**config.mk**
```make
export PLATFORM = sky130hd
export DESIGN_NAME = lcpk_seq
export DESIGN_NICKNAME = d
export VERILOG_FILES = /design/src/rtl/lcpk_pkg.sv /design/src/rtl/lcpk_unit.sv /design/src/rtl/lcpk_seq.sv
export SDC_FILE = /design/constraint.sdc
export NUM_CORES = 1
export LEC_CHECK = 0
export ABC_AREA = 1
export BUFFER_PORTS_ARGS = -buffer_cell sky130_fd_sc_hd__buf_2
export CAP_MARGIN = 20
export CORE_AREA = 4 4 202 185
export DETAILED_ROUTE_END_ITERATION = 10
export DIE_AREA = 0 0 206 189
export HOLD_SLACK_MARGIN = 0.15
export MAX_ROUTING_LAYER = met4
export PLACE_DENSITY_LB_ADDON = 0.08
export SKIP_CTS_REPAIR_TIMING = 1
export SLEW_MARGIN = 0
export SYNTH_ARGS = -nofsm -noshare
export SYNTH_HDL_FRONTEND = slang
export SYNTH_SLANG_ARGS = --single-unit
```
**constraint.sdc**
```tcl
create_clock -name clk -period 14.8 [get_ports clk]
set_clock_uncertainty 0.1 [all_clocks]
set_input_delay 2.22 -clock clk [delete_from_list [all_inputs] [get_ports clk]]
set_output_delay 2.22 -clock clk [all_outputs]
set_load 0.005 [all_outputs]
```
**src/rtl/lcpk_pkg.sv**
```systemverilog
// ----------------------------------------------------------------------------
// lcpk_pkg
// Shared types and constants for the LCP array builder: word layouts,
// memory request bundles and sequencer states.
// ----------------------------------------------------------------------------
package lcpk_pkg;

	localparam int DEPTH  = 4096;
	localparam int ADDR_W = $clog2(DEPTH);
	localparam int CNT_W  = ADDR_W + 1;
	localparam int SYM_W  = 8;
	localparam int LCP_W  = 12;

	localparam logic KIND_LOAD  = 1'b0;
	localparam logic KIND_QUERY = 1'b1;

	typedef struct packed {
		logic              kind;
		logic [SYM_W-1:0]  symbol;
		logic [ADDR_W-1:0] suffix_pos;
		logic              is_last;
		logic [ADDR_W-1:0] rank;
	} in_word_t;

	typedef struct packed {
		logic [LCP_W-1:0]  lcp_value;
		logic [ADDR_W-1:0] out_rank;
		logic              done_res;
	} out_word_t;

	typedef struct packed {
		logic              text_we;
		logic [ADDR_W-1:0] text_waddr;
		logic [SYM_W-1:0]  text_wdata;
		logic [ADDR_W-1:0] text_raddr;
		logic              sfx_we;
		logic [ADDR_W-1:0] sfx_waddr;
		logic [ADDR_W-1:0] sfx_wdata;
		logic [ADDR_W-1:0] sfx_raddr;
		logic              inv_we;
		logic [ADDR_W-1:0] inv_waddr;
		logic [ADDR_W-1:0] inv_wdata;
		logic [ADDR_W-1:0] inv_raddr;
		logic              pfx_we;
		logic [ADDR_W-1:0] pfx_waddr;
		logic [LCP_W-1:0]  pfx_wdata;
		logic [ADDR_W-1:0] pfx_raddr;
	} mem_req_t;

	typedef struct packed {
		logic [SYM_W-1:0]  text;
		logic [ADDR_W-1:0] sfx;
		logic [ADDR_W-1:0] inv;
		logic [LCP_W-1:0]  pfx;
	} mem_rd_t;

	typedef enum logic [3:0] {
		ST_IDLE,
		ST_QUERY,
		ST_CLR,
		ST_INV_RD,
		ST_INV_WR,
		ST_W_RANK,
		ST_W_PRED,
		ST_W_J,
		ST_W_A,
		ST_W_B,
		ST_W_C,
		ST_DONE
	} state_t;

endpackage

```
**src/rtl/lcpk_unit.sv**
```systemverilog
// ----------------------------------------------------------------------------
// lcpk_unit
// Shared offset unit: forms base plus match length and checks it against
// the text length, for both symbol fetches and suffix entry range checks.
// ----------------------------------------------------------------------------
module lcpk_unit (
	input  logic [lcpk_pkg::CNT_W-1:0]  base,
	input  logic [lcpk_pkg::CNT_W-1:0]  offs,
	input  logic [lcpk_pkg::CNT_W-1:0]  bound,
	output logic [lcpk_pkg::ADDR_W-1:0] addr,
	output logic                        oob
);

	logic [lcpk_pkg::CNT_W:0] sum;

	assign sum  = {1'b0, base} + {1'b0, offs};
	assign oob  = sum >= {1'b0, bound};
	assign addr = sum[lcpk_pkg::ADDR_W-1:0];

endmodule

```
**src/rtl/lcpk_seq.sv**
```systemverilog
// ----------------------------------------------------------------------------
// lcpk_seq
// Sequencer for loads, queries and the three build passes: clear, inverse
// suffix array, and the running-match walk over text positions.
// ----------------------------------------------------------------------------
module lcpk_seq (
	input  logic                clk,
	input  logic                arst_n,
	input  logic                accept,
	input  lcpk_pkg::in_word_t  item,
	input  lcpk_pkg::mem_rd_t   rd,
	output lcpk_pkg::mem_req_t  req,
	output logic                idle,
	output logic                res_load,
	output lcpk_pkg::out_word_t res_word
);

	localparam int AW = lcpk_pkg::ADDR_W;
	localparam int CW = lcpk_pkg::CNT_W;

	lcpk_pkg::state_t state_q, state_d;

	logic [CW-1:0]             load_cnt_q;
	logic [CW-1:0]             len_q;
	logic [CW-1:0]             idx_q;
	logic [CW-1:0]             l_q;
	logic [AW-1:0]             k_q;
	logic [AW-1:0]             j_q;
	logic [lcpk_pkg::SYM_W-1:0] a_q;
	logic                      a_oob_q;
	logic                      b_oob_q;
	logic [AW-1:0]             rank_q;

	logic [CW-1:0]             u_base;
	logic [CW-1:0]             u_offs;
	logic [AW-1:0]             u_addr;
	logic                      u_oob;

	logic                      cap_full;
	logic [CW-1:0]             load_len;
	logic                      idx_last;
	logic [lcpk_pkg::SYM_W-1:0] b_sym;
	logic                      stop;
	logic [lcpk_pkg::LCP_W-1:0] l_sat;
	logic                      is_load;

	assign cap_full = load_cnt_q >= CW'(lcpk_pkg::DEPTH);
	assign load_len = cap_full ? load_cnt_q : load_cnt_q + CW'(1);
	assign idx_last = (idx_q + CW'(1)) == len_q;
	assign b_sym    = b_oob_q ? '0 : rd.text;
	assign stop     = (a_q != b_sym) || (a_q == '0);
	assign l_sat    = l_q[CW-1] ? '1 : l_q[lcpk_pkg::LCP_W-1:0];
	assign is_load  = accept && (item.kind == lcpk_pkg::KIND_LOAD);

	always_comb begin
		u_base = idx_q;
		u_offs = l_q;
		unique case (state_q)
			lcpk_pkg::ST_INV_WR: begin
				u_base = {1'b0, rd.sfx};
				u_offs = '0;
			end
			lcpk_pkg::ST_W_B: begin
				u_base = {1'b0, j_q};
			end
			default: begin
			end
		endcase
	end

	lcpk_unit u_unit (
		.base  (u_base),
		.offs  (u_offs),
		.bound (len_q),
		.addr  (u_addr),
		.oob   (u_oob)
	);

	// next state
	always_comb begin
		state_d = state_q;
		unique case (state_q)
			lcpk_pkg::ST_IDLE: begin
				if (accept) begin
					if (item.kind == lcpk_pkg::KIND_QUERY) begin
						state_d = lcpk_pkg::ST_QUERY;
					end else if (item.is_last) begin
						state_d = lcpk_pkg::ST_CLR;
					end
				end
			end
			lcpk_pkg::ST_QUERY: state_d = lcpk_pkg::ST_IDLE;
			lcpk_pkg::ST_CLR: begin
				if (idx_last) state_d = lcpk_pkg::ST_INV_RD;
			end
			lcpk_pkg::ST_INV_RD: state_d = lcpk_pkg::ST_INV_WR;
			lcpk_pkg::ST_INV_WR: begin
				state_d = idx_last ? lcpk_pkg::ST_W_RANK : lcpk_pkg::ST_INV_RD;
			end
			lcpk_pkg::ST_W_RANK: state_d = lcpk_pkg::ST_W_PRED;
			lcpk_pkg::ST_W_PRED: begin
				if (rd.inv == '0) begin
					state_d = idx_last ? lcpk_pkg::ST_DONE : lcpk_pkg::ST_W_RANK;
				end else begin
					state_d = lcpk_pkg::ST_W_J;
				end
			end
			lcpk_pkg::ST_W_J: state_d = lcpk_pkg::ST_W_A;
			lcpk_pkg::ST_W_A: state_d = lcpk_pkg::ST_W_B;
			lcpk_pkg::ST_W_B: state_d = lcpk_pkg::ST_W_C;
			lcpk_pkg::ST_W_C: begin
				if (stop) begin
					state_d = idx_last ? lcpk_pkg::ST_DONE : lcpk_pkg::ST_W_RANK;
				end else begin
					state_d = lcpk_pkg::ST_W_A;
				end
			end
			lcpk_pkg::ST_DONE: state_d = lcpk_pkg::ST_IDLE;
			default: state_d = lcpk_pkg::ST_IDLE;
		endcase
	end

	// outputs
	always_comb begin
		req       = '0;
		res_load  = 1'b0;
		res_word  = '0;
		idle      = state_q == lcpk_pkg::ST_IDLE;
		unique case (state_q)
			lcpk_pkg::ST_IDLE: begin
				req.pfx_raddr = item.rank;
				if (is_load && !cap_full) begin
					req.text_we    = 1'b1;
					req.text_waddr = load_cnt_q[AW-1:0];
					req.text_wdata = item.symbol;
					req.sfx_we     = 1'b1;
					req.sfx_waddr  = load_cnt_q[AW-1:0];
					req.sfx_wdata  = item.suffix_pos;
				end
			end
			lcpk_pkg::ST_QUERY: begin
				res_load           = 1'b1;
				res_word.lcp_value = rd.pfx;
				res_word.out_rank  = rank_q;
				res_word.done_res  = 1'b0;
			end
			lcpk_pkg::ST_CLR: begin
				req.inv_we    = 1'b1;
				req.inv_waddr = idx_q[AW-1:0];
				req.inv_wdata = '0;
				req.pfx_we    = 1'b1;
				req.pfx_waddr = idx_q[AW-1:0];
				req.pfx_wdata = '0;
			end
			lcpk_pkg::ST_INV_RD: begin
				req.sfx_raddr = idx_q[AW-1:0];
			end
			lcpk_pkg::ST_INV_WR: begin
				req.inv_we    = !u_oob;
				req.inv_waddr = rd.sfx;
				req.inv_wdata = idx_q[AW-1:0];
			end
			lcpk_pkg::ST_W_RANK: begin
				req.inv_raddr = idx_q[AW-1:0];
			end
			lcpk_pkg::ST_W_PRED: begin
				req.sfx_raddr = rd.inv - AW'(1);
				if (rd.inv == '0) begin
					req.pfx_we    = 1'b1;
					req.pfx_waddr = '0;
					req.pfx_wdata = '0;
				end
			end
			lcpk_pkg::ST_W_J: begin
			end
			lcpk_pkg::ST_W_A: begin
				req.text_raddr = u_addr;
			end
			lcpk_pkg::ST_W_B: begin
				req.text_raddr = u_addr;
			end
			lcpk_pkg::ST_W_C: begin
				if (stop) begin
					req.pfx_we    = 1'b1;
					req.pfx_waddr = k_q;
					req.pfx_wdata = l_sat;
				end
			end
			lcpk_pkg::ST_DONE: begin
				res_load          = 1'b1;
				res_word.done_res = 1'b1;
			end
			default: begin
			end
		endcase
	end

	always_ff @(posedge clk or negedge arst_n) begin
		if (!arst_n) begin
			state_q    <= lcpk_pkg::ST_IDLE;
			load_cnt_q <= '0;
			len_q      <= '0;
			idx_q      <= '0;
			l_q        <= '0;
		end else begin
			state_q <= state_d;
			unique case (state_q)
				lcpk_pkg::ST_IDLE: begin
					if (is_load) begin
						if (!cap_full) load_cnt_q <= load_cnt_q + CW'(1);
						if (item.is_last) begin
							len_q <= load_len;
							idx_q <= '0;
							l_q   <= '0;
						end
					end
				end
				lcpk_pkg::ST_CLR, lcpk_pkg::ST_INV_WR: begin
					idx_q <= idx_last ? '0 : idx_q + CW'(1);
				end
				lcpk_pkg::ST_W_PRED: begin
					if (rd.inv == '0) idx_q <= idx_q + CW'(1);
				end
				lcpk_pkg::ST_W_C: begin
					if (stop) begin
						idx_q <= idx_q + CW'(1);
						if (l_q != '0) l_q <= l_q - CW'(1);
					end else begin
						l_q <= l_q + CW'(1);
					end
				end
				lcpk_pkg::ST_DONE: begin
					load_cnt_q <= '0;
				end
				default: begin
				end
			endcase
		end
	end

	always_ff @(posedge clk) begin
		unique case (state_q)
			lcpk_pkg::ST_IDLE:   rank_q  <= item.rank;
			lcpk_pkg::ST_W_PRED: k_q     <= rd.inv;
			lcpk_pkg::ST_W_J:    j_q     <= rd.sfx;
			lcpk_pkg::ST_W_A:    a_oob_q <= u_oob;
			lcpk_pkg::ST_W_B: begin
				a_q     <= a_oob_q ? '0 : rd.text;
				b_oob_q <= u_oob;
			end
			default: begin
			end
		endcase
	end

`ifndef SYNTHESIS
	a_idx_in_range: assert property (@(posedge clk) disable iff (!arst_n)
		(state_q != lcpk_pkg::ST_IDLE && state_q != lcpk_pkg::ST_QUERY &&
		 state_q != lcpk_pkg::ST_DONE) |-> (idx_q < len_q))
		else $error("position index ran past text length");

	a_match_bounded: assert property (@(posedge clk) disable iff (!arst_n)
		l_q <= len_q)
		else $error("match length exceeds text length");

	a_load_cap: assert property (@(posedge clk) disable iff (!arst_n)
		load_cnt_q <= CW'(lcpk_pkg::DEPTH))
		else $error("load count beyond capacity");

	a_done_restart: assert property (@(posedge clk) disable iff (!arst_n)
		(state_q == lcpk_pkg::ST_DONE) |=>
		(state_q == lcpk_pkg::ST_IDLE && load_cnt_q == '0))
		else $error("build did not return to idle with empty text");
`endif

endmodule

```
==> results of run 1 <==
==> sequential cells by signal, indices dropped and copies added (netlist names), 8 cells and up <==
register,cells
idx_q,13
l_q,13
len_q,13
load_cnt_q,13
j_q,12
k_q,12
rank_q,12
a_q,8
==> placed cells by master, fill, tap and decap left out, types with 21 or more instances in the layout <==
master    Yosys  routed
nand3_1      75      75
xor2_1       31      31
nand2_1     205     205
nor2_1      208     208
nor3_1       21      21
buf_2         4     251
edfxtp_1     46      46
a21oi_1      44      44
inv_1       210     211
o21ai_0      72      72
dfrtp_1      56      56
ha_1         41      41
o22ai_1      33      33
==> layout make-up <==
class                           instances  share of cell area
Clock buffer                           10              0.0238
Sequential cell                       102               0.278
Antenna cell                            2            0.000499
Inverter                              220              0.0824
Timing Repair Buffer                  259               0.131
Tap cell                              476              0.0594
Clock inverter                          6             0.00686
Multi-Input combinational cell        805               0.418
==> worst min-delay path, stage by stage, from the launching register on <==
cell and delay (ps):
dfrtp_1 360, nand2_1 50, o21ai_0 70
==> per-stage QoR <==
stage          setup slack (ps)   util  total power, W  cells
6_report                   6950  0.282         0.00158   1880
5_1_grt                    6360  0.282         0.00173   1880
4_1_cts                    6910  0.282         0.00160   1878
3_5_place_dp               7160  0.274         0.00133   1862
3_3_place_gp               7180  0.274         0.00134   1862
2_1_floorplan              7810      -         0.00102   1171
==> power by group through the flow <==
stage | clock network [W] | logic (W) | registers [W]
finish | 0.000263 | 0.000896 | 0.000418
global route | 0.000281 | 0.00102 | 0.000429
CTS | 0.000273 | 0.000911 | 0.000420
detailed placement | 0 | 0.000906 | 0.000426
global placement | 0 | 0.000911 | 0.000425
floorplan | 0 | 0.000613 | 0.000409
==> per-layer routing <==
layer / vias up / wire, um
met2: 124 / 15900
met3: 20 / 921
met1: 3839 / 15500
met5: - / 0
li1: 4225 / -
met4: 0 / 438
==> cells by family after synthesis <==
group / synth area share
and+or+nand+nor: 0.286
adders and majority gates: 0.0689
xor gates and xnor gates: 0.0382
DFF: 0.347
buffers and inverters: 0.131
AOI/OAI and AO/OA: 0.129
==> worst paths after layout <==
path,to,slack (ps),cells past startpoint
worst max-delay path,req[73],6950,28
worst min-delay path,len_q[2]$_DFFE_PN0P_,420,2
worst max register to register,b_oob_q$_DFFE_PN_,9460,26
worst min register to register,len_q[2]$_DFFE_PN0P_,420,2
max in group asynchronous,idx_q[11]$_DFFE_PN0P_,12080,2
min in group asynchronous,l_q[1]$_DFFE_PN0P_,1920,2
==> summary.txt, run 1 <==
Gate Count Post-Synth: 1171
EDFF count, synth: 46
routed vias: 8208
switch share: 0.492
Syn Area/Cell: 6.86 um^2
Clk Latency, worst-skew pair: 370 ps
clock root cell: clkbuf_16
internal power: 0.000802 W
GR Util met1: 0.225
DIE AREA: 38900 um^2
Residual DRC: 0
share of cells above drive strength 1: 0.213
Post-DP HPWL: 25900 um
WL/cell: 17.5 um
worst hold path startpoint: len_q[2]$_DFFE_PN0P_
PwrDens: 157 nW/um^2
final worst path period share: 0.530
first-pass GRT wire length: 49300 um
num rows: 66
vias in the first global route: 7971
clock power share: 0.167
Die H: 189 um
peak supply drop: 0.0606 mV
Routed Antenna Nets: 0
GPL Wtd Cong: 0.871
CP max FO: 27
Gate power share: 0.568
maxcap violations: 0
slowest CP cell: nand2_1
Global Route met3 Usage: 0.0214
Multi-input gate area: 4190 um^2
Setup-failing EPs final: 0
Final Hold Viols: 0
Netlist cell types: 45
critical path class: reg2out
LEAKAGE: 5.31 nW
worst slew pin tran: 874 ps
top cells by area, synth: dfrtp_1 (17%), edfxtp_1 (17%), inv_1 (9.8%), nor2_1 (9.7%), nand2_1 (9.6%)
Remaining Overflow, GRT: 0
FILL cells: 4106
most common cell in the netlist: inv_1
clk slew on worst S/H paths: 80 ps
Commonest cells post-synth: inv_1 (210), nor2_1 (208), nand2_1 (205)
FF+latch count, synth: 102
mapped cell area: 8030 um^2
CTS tree: yes
status: finished clean
initial core utilization: 0.226
Worst slew margin: 0.414
layer with the highest usage: met2
Design Area, Final: 10000 um^2
IO Count: 252
synth warn: 0
drt via density: 4.37
core area: 35500 um^2
R2R Path Start: state_q[1]$_DFFE_PN0P_
largest net degree at the start of global routing: 57
crit path buf inv count: 5
top cell type's share of synthesized area: 0.175
initial antenna violation count: 3
register area: 2780 um^2
area grow syn2layout: 24.9%
Max clock buf depth: 2
arrival time at the worst endpoint: 5530 ps
total track usage: 0.170
Flop pwr share: 0.265
drt initial violations: 435
CTS Buf Count: 9
tightest hold margin: 419 ps
CP dominant cell by count: nand2_1
H-Tree Level Count: 3
Post-DP Area: 9710 um^2
1st-pass router iterations: 4
critical path capture point type: primary output
Post-Synthesis Net Count: 1295
switching power: 0.000776 W
slowest stage delay, CP: 610 ps
WP data required: 12480 ps
IO buf count: 251
top cell type by total area after synthesis: dfrtp_1
met2 usage: 0.281
Tmin final: 7850 ps
crit path from: state_q[1]$_DFFE_PN0P_
Synth Flop Type: dfrtp_1
Final Slew Violations: 0
worst hold path type: reg2reg
RSZ-0062 raised after global routing: false
clock sink count: 102
fin nets: 1521
fmax: 127 MHz
Async SR Flop Fraction: 0.549
Setup TNS Final: 0 ps
Worst path top cell family by delay: simple AND/OR/NAND/NOR gates
CP Launch Type: flip-flop
Horiz. Die Dim: 206 um
final WL: 32800 um
post-synthesis sequential area ratio: 0.347
Note: power is estimated with default switching activity, not from simulation.
==> run 2, diff against run 1 <==
==> constraint.sdc (replaced) <==
create_clock -name clk -period 6.5 [get_ports clk]
set_clock_uncertainty 0.1 [all_clocks]
set_input_delay 0.975 -clock clk [delete_from_list [all_inputs] [get_ports clk]]
set_output_delay 0.975 -clock clk [all_outputs]
set_load 0.005 [all_outputs]
==> run 2 against run 1 <==
Net effect: via count increased by 1.8%; global-route usage up 0.20 points; sequential share of layout area shrank 0.14 points; non-clock buffer count up 6; cell area up 0.52%; worst hold slack worse by 5.1 ps; count of clock-buffer cells in the layout rose by 1; utilization grew 0.15 points; first-iteration DRC count increased by 5.1%; worst setup slack got worse by 6200 ps; clock power increased by 130%; routed wire length grew 0.94%; largest power group unchanged; highest routed layer unchanged.
==> summary.txt, run 2 (synthesis results as in run 1) <==
status: finished clean (unchanged)
final core utilization: 0.284 (was 0.282)
Post-DP HPWL: 26300 um (was 25900 um)
WL/cell: 17.6 um (was 17.5 um)
arrival time at the worst endpoint: 4630 ps (was 5530 ps)
R2R Path Start: state_q[2]$_DFFE_PN0P_ (was state_q[1]$_DFFE_PN0P_)
largest net degree at the start of global routing: 57 (unchanged)
area grow syn2layout: 25.5% (was 24.9%)
Post-DP Area: 9760 um^2 (was 9710 um^2)
initial antenna violation count: 1 (was 3)
WP data required: 5420 ps (was 12480 ps)
drt initial violations: 457 (was 435)
CTS Buf Count: 9 (unchanged)
Horiz. Die Dim: 206 um (unchanged)
final worst path period share: 0.877
total power: 0.00360 W (was 0.00158 W)
LEAKAGE: 5.33 nW (was 5.31 nW)
met2 routed WL: 15900 um (about the same)
clock sink count: 102 (unchanged)
crit path from: state_q[2]$_DFFE_PN0P_ (was state_q[1]$_DFFE_PN0P_)
Residual DRC: 0 (unchanged)
Die H: 189 um (unchanged)
worst slew pin tran: 863 ps (was 874 ps)
first-pass GRT wire length: 49900 um (was 49300 um)
clk slew on worst S/H paths: 70 ps (was 80 ps)
Final Hold Viols: 0 (unchanged)
slowest stage delay, CP: 410 ps (was 610 ps)
1st-pass router iterations: 5 (was 4)
DIE AREA: 38900 um^2 (unchanged)
worst hold path type: reg2reg (unchanged)
vias in the first global route: 8047 (was 7971)
core area: 35500 um^2 (unchanged)
Worst slew margin: 0.424 (was 0.414)
routed vias: 8358 (was 8208)
Final Slew Violations: 0 (unchanged)
Setup TNS Final: 0 ps (unchanged)
worst hold path startpoint: idx_q[12]$_DFFE_PN0P_ (was len_q[2]$_DFFE_PN0P_)
drt via density: 4.43 (was 4.37)
Routed Antenna Nets: 0 (unchanged)
RSZ-0062 raised after global routing: false (unchanged)
commonest non-fill, non-tap cell in the layout: buf_2 (unchanged)
Remaining Overflow, GRT: 0 (unchanged)
FILL cells: 4057 (was 4106)
top sig layer: met4 (unchanged)
Setup-failing EPs final: 0 (unchanged)
CP max FO: 13 (was 27)
slowest CP cell: nand2_1 (unchanged)
Max clock buf depth: 2 (unchanged)
total track usage: 0.172 (was 0.170)
R2R cell count: 25 (was 26)
clock root cell: clkbuf_16 (unchanged)
CP Launch Type: flip-flop (unchanged)
initial core utilization: 0.226 (unchanged)
CP dominant cell by count: nand2_1 (unchanged)
final WL: 33200 um (was 32800 um)
Worst path top cell family by delay: simple AND/OR/NAND/NOR gates (unchanged)
CTS tree: yes (unchanged)
Crit. path cell count: 27 (was 28)
peak supply drop: 0.126 mV (was 0.0606 mV)
wl on met1: 15700 um (was 15500 um)
worst reg2reg setup slack: 2010 ps (was 9460 ps)
most frequent cells in the layout: buf_2 (251), inv_1 (210), nor2_1 (208) (was buf_2 (251), inv_1 (211), nor2_1 (208))
crit path buf inv count: 4 (was 5)
Hold Path Cell Cnt: 2 (unchanged)
maxcap violations: 0 (unchanged)
GPL Wtd Cong: 0.826 (was 0.871)
critical path class: reg2out (unchanged)
critical path capture point type: primary output (unchanged)
Clk Latency, worst-skew pair: 360 ps (was 370 ps)
Met3 Wirelength: 1170 um (was 921 um)
fmax: 175 MHz
PwrDens: 357 nW/um^2 (was 157 nW/um^2)
H-Tree Level Count: 3 (unchanged)
IO Count: 252 (unchanged)
fin nets: 1527 (was 1521)
Design Area, Final: 10100 um^2 (was 10000 um^2)
reg-to-reg endpoint: b_oob_q$_DFFE_PN_ (unchanged)
Worst Hold Endpoint: idx_q[12]$_DFFE_PN0P_ (was len_q[2]$_DFFE_PN0P_)
num rows: 66 (unchanged)
IO buf count: 251 (unchanged)
share of cells above drive strength 1: 0.215 (was 0.213)
Tmin final: 5700 ps
## run 2: final cells by class
class	count	area [um^2]	area share
Clock inverter	5	53.8	0.00534
Antenna cell	1	2.50	0.000248
Multi-Input combinational cell	805	4190	0.416
Inverter	220	826	0.0819
Tap cell	476	596	0.0591
Clock buffer	11	264	0.0262
Timing Repair Buffer	265	1360	0.135
Sequential cell	102	2780	0.276
## run 2: power breakdown
part	internal [W]	leakage (nW)	switching, W	total, W
logic	0.000665	4.00	0.00137	0.00204
registers	0.000851	1.17	0.000103	0.000953
clock network	0.000332	0.152	0.000272	0.000604
## run 2: worst min-delay path, delay by kind of cell (launching register included)
family / cells / cell delay (ps)
flip-flops: 1 / 370
AND/OR/NAND/NOR: 2 / 120
## run 2: stage by stage
step / instances / setup slack (ps) / hold slack [ps]
6_report: 1885 / 798 / 414
5_1_grt: 1885 / 213 / 443
4_1_cts: 1884 / 776 / 413
3_5_place_dp: 1868 / 1200 / 393
3_3_place_gp: 1868 / 1270 / 392
2_1_floorplan: 1171 / 1520 / 371
## run 2: per-layer routing
layer  global-route usage  up-vias
met1                0.234     3968
met2                0.275      142
met3               0.0236       21
met4               0.0333        0
li1                     -     4227
met5                    -        -
## run 2: worst max path at each step
stage / slack [ps] / to
6_report: 800 / req[73]
5_1_grt: 210 / req[73]
4_1_cts: 780 / req[73]
3_5_place_dp: 1200 / req[73]
3_3_place_gp: 1270 / req[73]
2_1_floorplan: 1520 / req[73]
